--- src/spimrb_pkg.sv ---
`default_nettype none
package spimrb_pkg;

   localparam int RX_DEPTH_DEF = 8;
   localparam int CS_LINES_DEF = 4;

   // register offsets
   localparam logic [2:0] OFF_CTRL    = 3'd0;
   localparam logic [2:0] OFF_STATUS  = 3'd1;
   localparam logic [2:0] OFF_DATA    = 3'd2;
   localparam logic [2:0] OFF_EXT     = 3'd3;
   localparam logic [2:0] OFF_PARAM   = 3'd4;
   localparam logic [2:0] OFF_CHIPSEL = 3'd5;
   localparam logic [2:0] OFF_TIMING  = 3'd6;

   // status bit positions
   localparam int ST_DONE   = 7;
   localparam int ST_WFULL  = 3;
   localparam int ST_WEMPTY = 2;
   localparam int ST_RFULL  = 1;
   localparam int ST_REMPTY = 0;

   localparam logic [7:0] STATUS_RST = 8'h05;

   typedef struct packed {
      logic       push;
      logic       pop;
      logic [7:0] wdata;
   } fifo_ctrl_type;

   typedef struct packed {
      logic [7:0] rdata;   // entry at the read pointer
      logic       eq;      // pointers equal after this request
      logic       full;    // pointers one short of meeting after this request
   } fifo_stat_type;

endpackage
`default_nettype wire

--- src/spimrb_rx_fifo.sv ---
`default_nettype none
module spimrb_rx_fifo #(
   parameter int RX_DEPTH = spimrb_pkg::RX_DEPTH_DEF
) (
   input  wire logic                      clock,
   input  wire logic                      reset,
   input  wire spimrb_pkg::fifo_ctrl_type ctrl,
   output spimrb_pkg::fifo_stat_type      stat
);
   import spimrb_pkg::*;

   localparam int PTR_W = $clog2(RX_DEPTH);
   localparam logic [PTR_W-1:0] PTR_LAST = PTR_W'(RX_DEPTH - 1);

   logic [7:0]       mem [RX_DEPTH];
   logic [PTR_W-1:0] head_ff, head_in;
   logic [PTR_W-1:0] tail_ff, tail_in;
   logic [PTR_W-1:0] head_inc;
   logic [7:0]       rdata_ff;

   function automatic logic [PTR_W-1:0] ptr_next(input logic [PTR_W-1:0] p);
      ptr_next = (p == PTR_LAST) ? '0 : p + PTR_W'(1);
   endfunction

   always_comb begin
      head_in  = ctrl.push ? ptr_next(head_ff) : head_ff;
      tail_in  = ctrl.pop  ? ptr_next(tail_ff) : tail_ff;
      head_inc = ptr_next(head_in);
      stat.rdata = rdata_ff;
      stat.eq    = (head_in == tail_in);
      stat.full  = (head_inc == tail_in);
   end

   always_ff @(posedge clock) begin
      if (reset) begin
         head_ff <= '0;
         tail_ff <= '0;
      end else begin
         head_ff <= head_in;
         tail_ff <= tail_in;
      end
   end

   // storage and look-ahead read of the next entry to pop
   always_ff @(posedge clock) begin
      if (ctrl.push) begin
         mem[head_ff] <= ctrl.wdata;
      end
      if (ctrl.push && head_ff == tail_in) begin
         rdata_ff <= ctrl.wdata;
      end else begin
         rdata_ff <= mem[tail_in];
      end
   end

endmodule
`default_nettype wire

--- src/spi_master_register_block_top.sv ---
// A request's response is valid the cycle after acceptance.
// Throughput: one request per cycle while the response is not stalled; the response register frees as it is taken.
// Reset (synchronous): registers, pointers, chip selects and interrupt clear,
// status reads 0x05. Receive FIFO storage is not cleared.
`default_nettype none
module spi_master_register_block_top #(
   parameter int RX_DEPTH = spimrb_pkg::RX_DEPTH_DEF,
   parameter int CS_LINES = spimrb_pkg::CS_LINES_DEF
) (
   input  wire logic       clock,
   input  wire logic       reset,
   input  wire logic       req_valid,
   output logic            req_stall,
   input  wire logic       req_type,
   input  wire logic [2:0] req_reg_offset,
   input  wire logic [7:0] req_write_data,
   input  wire logic [7:0] req_slave_data,
   output logic            rsp_valid,
   input  wire logic       rsp_stall,
   output logic [7:0]      rsp_read_data,
   output logic            rsp_irq_out,
   output logic [3:0]      rsp_chip_selects,
   output logic            rsp_send_valid,
   output logic [7:0]      rsp_send_data
);
   import spimrb_pkg::*;

   logic          req_fire;
   fifo_ctrl_type fctl;
   fifo_stat_type fstat;
   logic          rebuild;

   logic [7:0] ctrl_ff, ctrl_in;
   logic [7:0] status_ff, status_in;
   logic [7:0] ext_ff, ext_in;
   logic [7:0] param_ff, param_in;
   logic [7:0] chipsel_ff, chipsel_in;
   logic [7:0] timing_ff, timing_in;
   logic [3:0] cs_ff, cs_in;
   logic       irq_ff, irq_in;
   logic [7:0] status_tmp;
   logic [7:0] rdata;

   logic       rsp_valid_ff;
   logic [7:0] rsp_rdata_ff;
   logic       rsp_irq_ff;
   logic [3:0] rsp_cs_ff;
   logic       rsp_sent_ff;
   logic [7:0] rsp_sbyte_ff;

   assign req_stall = rsp_valid_ff & rsp_stall;
   assign req_fire  = req_valid & ~req_stall;

   // FIFO request decode
   always_comb begin
      fctl    = '0;
      rebuild = 1'b0;
      fctl.wdata = req_slave_data;
      if (req_fire && req_reg_offset == OFF_DATA) begin
         rebuild = 1'b1;
         if (req_type) begin
            fctl.push = ~status_ff[ST_RFULL];
         end else begin
            fctl.pop = ~status_ff[ST_REMPTY];
         end
      end
   end

   spimrb_rx_fifo #(
      .RX_DEPTH(RX_DEPTH)
   ) u_rx_fifo (
      .clock(clock),
      .reset(reset),
      .ctrl (fctl),
      .stat (fstat)
   );

   always_comb begin
      ctrl_in    = ctrl_ff;
      status_tmp = status_ff;
      ext_in     = ext_ff;
      param_in   = param_ff;
      chipsel_in = chipsel_ff;
      timing_in  = timing_ff;
      cs_in      = cs_ff;
      irq_in     = irq_ff;
      rdata      = 8'h00;
      if (req_fire) begin
         if (!req_type) begin
            case (req_reg_offset)
               OFF_CTRL:    rdata = ctrl_ff;
               OFF_STATUS:  rdata = status_ff;
               OFF_DATA:    rdata = fctl.pop ? fstat.rdata : 8'h00;
               OFF_EXT:     rdata = ext_ff;
               OFF_PARAM:   rdata = param_ff;
               OFF_CHIPSEL: rdata = chipsel_ff;
               OFF_TIMING:  rdata = timing_ff;
               default:     rdata = 8'h00;
            endcase
         end else begin
            case (req_reg_offset)
               OFF_CTRL:   ctrl_in = req_write_data;
               OFF_STATUS: status_tmp = status_ff & ~req_write_data;
               OFF_DATA:   status_tmp[ST_DONE] = fctl.push;
               OFF_EXT:    ext_in = req_write_data;
               OFF_PARAM:  param_in = req_write_data;
               OFF_CHIPSEL: begin
                  chipsel_in = req_write_data;
                  for (int i = 0; i < 4; i++) begin
                     if (i < CS_LINES && req_write_data[i]) begin
                        cs_in[i] = req_write_data[i+4];
                     end
                  end
               end
               OFF_TIMING: timing_in = req_write_data;
               default:    ;
            endcase
         end
      end
      status_in = status_tmp;
      if (rebuild) begin
         status_in[ST_WFULL]  = 1'b0;
         status_in[ST_WEMPTY] = 1'b1;
         status_in[ST_RFULL]  = fstat.full;
         status_in[ST_REMPTY] = fstat.eq;
         irq_in = fstat.full;
      end
   end

   always_ff @(posedge clock) begin
      if (reset) begin
         ctrl_ff    <= '0;
         status_ff  <= STATUS_RST;
         ext_ff     <= '0;
         param_ff   <= '0;
         chipsel_ff <= '0;
         timing_ff  <= '0;
         cs_ff      <= '0;
         irq_ff     <= 1'b0;
      end else begin
         ctrl_ff    <= ctrl_in;
         status_ff  <= status_in;
         ext_ff     <= ext_in;
         param_ff   <= param_in;
         chipsel_ff <= chipsel_in;
         timing_ff  <= timing_in;
         cs_ff      <= cs_in;
         irq_ff     <= irq_in;
      end
   end

   // response register
   always_ff @(posedge clock) begin
      if (reset) begin
         rsp_valid_ff <= 1'b0;
      end else if (req_fire) begin
         rsp_valid_ff <= 1'b1;
      end else if (!rsp_stall) begin
         rsp_valid_ff <= 1'b0;
      end
   end

   always_ff @(posedge clock) begin
      if (req_fire) begin
         rsp_rdata_ff <= rdata;
         rsp_irq_ff   <= irq_in;
         rsp_cs_ff    <= cs_in;
         rsp_sent_ff  <= req_type && req_reg_offset == OFF_DATA;
         rsp_sbyte_ff <= (req_type && req_reg_offset == OFF_DATA) ? req_write_data : 8'h00;
      end
   end

   assign rsp_valid        = rsp_valid_ff;
   assign rsp_read_data    = rsp_rdata_ff;
   assign rsp_irq_out      = rsp_irq_ff;
   assign rsp_chip_selects = rsp_cs_ff;
   assign rsp_send_valid   = rsp_sent_ff;
   assign rsp_send_data    = rsp_sbyte_ff;

endmodule
`default_nettype wire

--- config.mk ---
export PLATFORM = sky130hd
export DESIGN_NAME = spi_master_register_block_top
export DESIGN_NICKNAME = d
export VERILOG_FILES = /design/src/spimrb_pkg.sv /design/src/spimrb_rx_fifo.sv /design/src/spi_master_register_block_top.sv
export SDC_FILE = /design/constraint.sdc
export NUM_CORES = 1
export LEC_CHECK = 0
export ABC_AREA = 1
export BUFFER_PORTS_ARGS = -buffer_cell sky130_fd_sc_hd__buf_2
export CORE_MARGIN = 2
export CORE_UTILIZATION = 35
export CTS_CLUSTER_DIAMETER = 50
export CTS_CLUSTER_SIZE = 30
export DETAILED_ROUTE_END_ITERATION = 6
export PLACE_DENSITY_LB_ADDON = 0.08
export SLEW_MARGIN = 20
export SYNTH_ARGS = -nofsm -noshare
export SYNTH_HDL_FRONTEND = slang
export SYNTH_HIERARCHICAL = 1
export SYNTH_SLANG_ARGS = --single-unit
--- constraint.sdc ---
create_clock -name clock -period 4.6 [get_ports clock]
set_input_delay 0 -clock clock [delete_from_list [all_inputs] [get_ports clock]]
set_output_delay 0 -clock clock [all_outputs]
set_load 0.01 [all_outputs]
==> summary.md <==
| Metric | Value |
|---|---|
| Mapped Cells | 669 |
| Count of antenna diodes in the layout | 0 |
| EDFF count, synth | 86 |
| Sequential area share after synthesis | 59.8% |
| Core Box Area | roughly 18000 um2 |
| Mux cell area share after synthesis | 0% |
| Gr usage total | 17.1% |
| Fill count | 1763 |
| Top-area cell type share of the netlist area | between 40% and 50% |
| Wire length of the first global-routing pass | 25700 um |
| Synthesis Warnings | 6 |
| Syn Area/Cell | 9.60 um2 |
| PortBufs | 47 |
| HP Class | in -> reg |
| Unrepaired setup endpoints after global routing | no |
| Endpoints failing setup | 0 |
| Number of global-route vias before repair | 4837 |
| Die width | 139 um |
| Tot Pwr | 2.86 mW |
| Cell Area, Synth | 6420 um2 |
| Number of synthesized register bits | 149 |
| Clk sinks | 149 |
| Post-DP HPWL | 10700 um |
| Cell taking the most area after synthesis | edfxtp_1 |
| Setup crit end kind | register |
| Final ANT Viol Nets | 0 |
| CP peak stage delay | 0.31 ns |
| Clock Pin Slew Worst Setup and Hold Paths | roughly 0.060 ns |
| Clock H-tree levels | 4 |
| Unique cell type count in the Yosys netlist | 27 |
| Routed via count | 4826 |
| DR DRC count | 0 |
| Final wirelength | 16100 um |
| # IOs | 48 |
| Postcts setup bufs | 0 |
| Crit path cell chain | nand2_1, nand3_4, inv_1, nand3_1, inv_1, nand2_2, nand2_1, inv_1, ha_1, ha_1, inv_1, nand2_1, nand2_1, nor2_1, nand2_1, inv_1, nand2_1, nand2_1 |
| Main flop type after synthesis | edfxtp_1 |
| Largest family of logic cells by synthesized area | simple AND/OR/NAND/NOR gates |
| Post-Synth XOR/XNOR Area | 0.136% |
| Die area | approximately 19000 um2 |
| Fin nets | roughly 750 |
| Fmax | 0.384 GHz |
| Final Slew Violations | 0 |
| Layout cells sized above 1 | between 10% and 20% |
| Worst skew pair latency | 0.42 ns |
| CTS tree | built |
| Worst slew pin tran | 1.05 ns |
| Starting Density | 35.8% |
| Wire length per cell | around 17 um |
| Top cells by area, synth | edfxtp_1 (40%), dfxtp_1 (20%), nand2_1 (5.8%) |
| Total CTS buffers | 17 |
| Rows | 49 |
| Status | complete, no violations |
| Simple-gate share of the synthesized area | 21.1% |
| Setup TNS | 0 ns |
| Final hold vios | 0 |
| Die H | approximately 140 um |
| Total grt overflow | 0 |
| CP Class | reg -> reg |
| Crit path top cell by count | nand2_1 |
| Post-Place Worst Slack | 1.69 ns |
| Leakage | 2.88 nW |
| Tcrit/Tclk final | a little under three fifths |
| Drt first pass iters | 4 |
| Relative slew slack | roughly 30% |
| Adder-cell area share of the yosys netlist | 1.17% |
| Most instantiated cells after synthesis | nand2_1 (100), edfxtp_1 (86), nor2_1 (85) |
| First DRT Iteration DRCs | 384 |
| Worst IR Drop VDD | 0.305 mV |
| Area Growth Syn to Fin | 16.1% |
| Ys async rst share | 0% |
| Largest net degree at the start of global routing | 43 |
| Slowest stage cell, crit path | dfxtp_1 |
| Post-layout minimum cycle time | 2.60 ns |
| Gpl congestion | about 0.8 |
| Worst path required time | 4.77 ns |
| Fin Clk Skew | around 0.01 ns |
| Crit path launch type | register |
| Max Cap Viol | 0 |
| Final worst setup slack | between 1.5 and 2 ns |
| Compound-Gate Fraction of Synth Area | 11.5% |
| Arr. time, crit path | 2.77 ns |
| Initial antenna violation count | 0 |
| Synthesized net count | approximately 700 |
| Vias per inst | between 5 and 6 |
| Clk buf depth | 2 |
| Root buf cell | clkbuf_16 |
| Power per cell area | 383 nW/um2 |
| Most frequent cell after synthesis | nand2_1 |
| Max Fanout on Critical Path | 8 |
## kinds of logic (layout without fill, tap and decap cells)
logic type      after synthesis  in the layout
xor+xnor                      1              1
compound gates              146            146
fa+ha+maj                     6              6
flops                       149            149
simple gates                289            289
buf+inv                      78            143
## where the power goes
part	switching [mW]	internal [mW]
combinational	0.100	0.0429
clock	0.541	0.735
sequential	0.00850	1.43
## per-layer routing
metal,vias up,GRT usage (%),routed length (um)
met5,-,0,0
met4,0,5.95,179
met3,10,3.41,544
met2,92,31.9,8650
met1,2288,19.3,6720
li1,2436,-,-
## per-stage QoR
step | cell area [um2] | instances | hold WS (ns) | util (%)
after floorplan | 6420 | 669 | 0.0691 | -
final | 7460 | 963 | 0.0779 | 41.5
after global routing | 7460 | 963 | 0.0785 | 41.5
after detailed placement | 6720 | 912 | 0.229 | 37.4
after global placement | 6720 | 912 | 0.221 | 37.4
after CTS | 7460 | 963 | 0.0469 | 41.5
## registers in the layout, summed over array words and instances, names as in the netlist, named ones only
name               flops
rsp_valid              1
status_ff              8
ext_ff                 8
rsp_irq_out            1
param_ff               8
ctrl_ff                8
rsp_read_data          8
timing_ff              8
u_rx_fifo/head_ff      3
u_rx_fifo/tail_ff      3
rsp_send_valid         1
u_rx_fifo/mem         64
rsp_chip_selects       4
irq_ff                 1
cs_ff                  4
chipsel_ff             8
rsp_send_data          8
## cell type report
cell class	count	area, um2	share of cell area (%)
Tap cell	229	287	3.84
Multi-Input combinational cell	442	2170	29.2
Clock inverter	14	113	1.51
Inverter	43	163	2.18
Sequential cell	149	3840	51.6
Clock buffer	17	425	5.71
Timing Repair Buffer	69	450	6.04
## placed cells by master (no fill, tap or decap), types with 5 or more instances in the layout
cell,Yosys,layout
nand2_1,100,100
edfxtp_1,86,86
nor2_1,85,85
dfxtp_1,63,63
a21oi_1,60,60
buf_2,7,47
nand3_1,45,45
o21ai_1,45,45
nand4_1,40,40
o21ai_0,39,39
inv_1,35,34
dlygate4sd3_1,0,20
clkbuf_16,0,17
nor2_4,7,7
inv_2,5,6
ha_1,6,6
clkinv_2,1,5
clkinvlp_4,0,5
## final timing paths
| path | from | to | slack, ns | cells after the start |
|---|---|---|---|---|
| max | rsp_valid | rsp_irq_out | 2.00 | 18 |
| min | req_type | rsp_read_data[2] | 0.08 | 2 |
| max reg2reg | rsp_valid | rsp_irq_out | 2.00 | 18 |
| min reg2reg | status_ff[5] | status_ff[5] | 0.46 | 2 |
## worst max-delay path, delay by kind of cell, from the launching register on
family                   cells  cell delay, ns
buffers and inverters        5            0.46
flip-flops                   1            0.31
AND/OR/NAND/NOR             11            1.10
adder cells (fa/ha/maj)      2            0.46
## timing repair
| action | 4_1_cts | 5_1_grt |
|---|---|---|
| hold buffers | 20 | 0 |
| gates resized for setup | 0 | 0 |
| hold endpoints to repair | 94 | 0 |
Note: power is estimated with default switching activity, not from simulation.
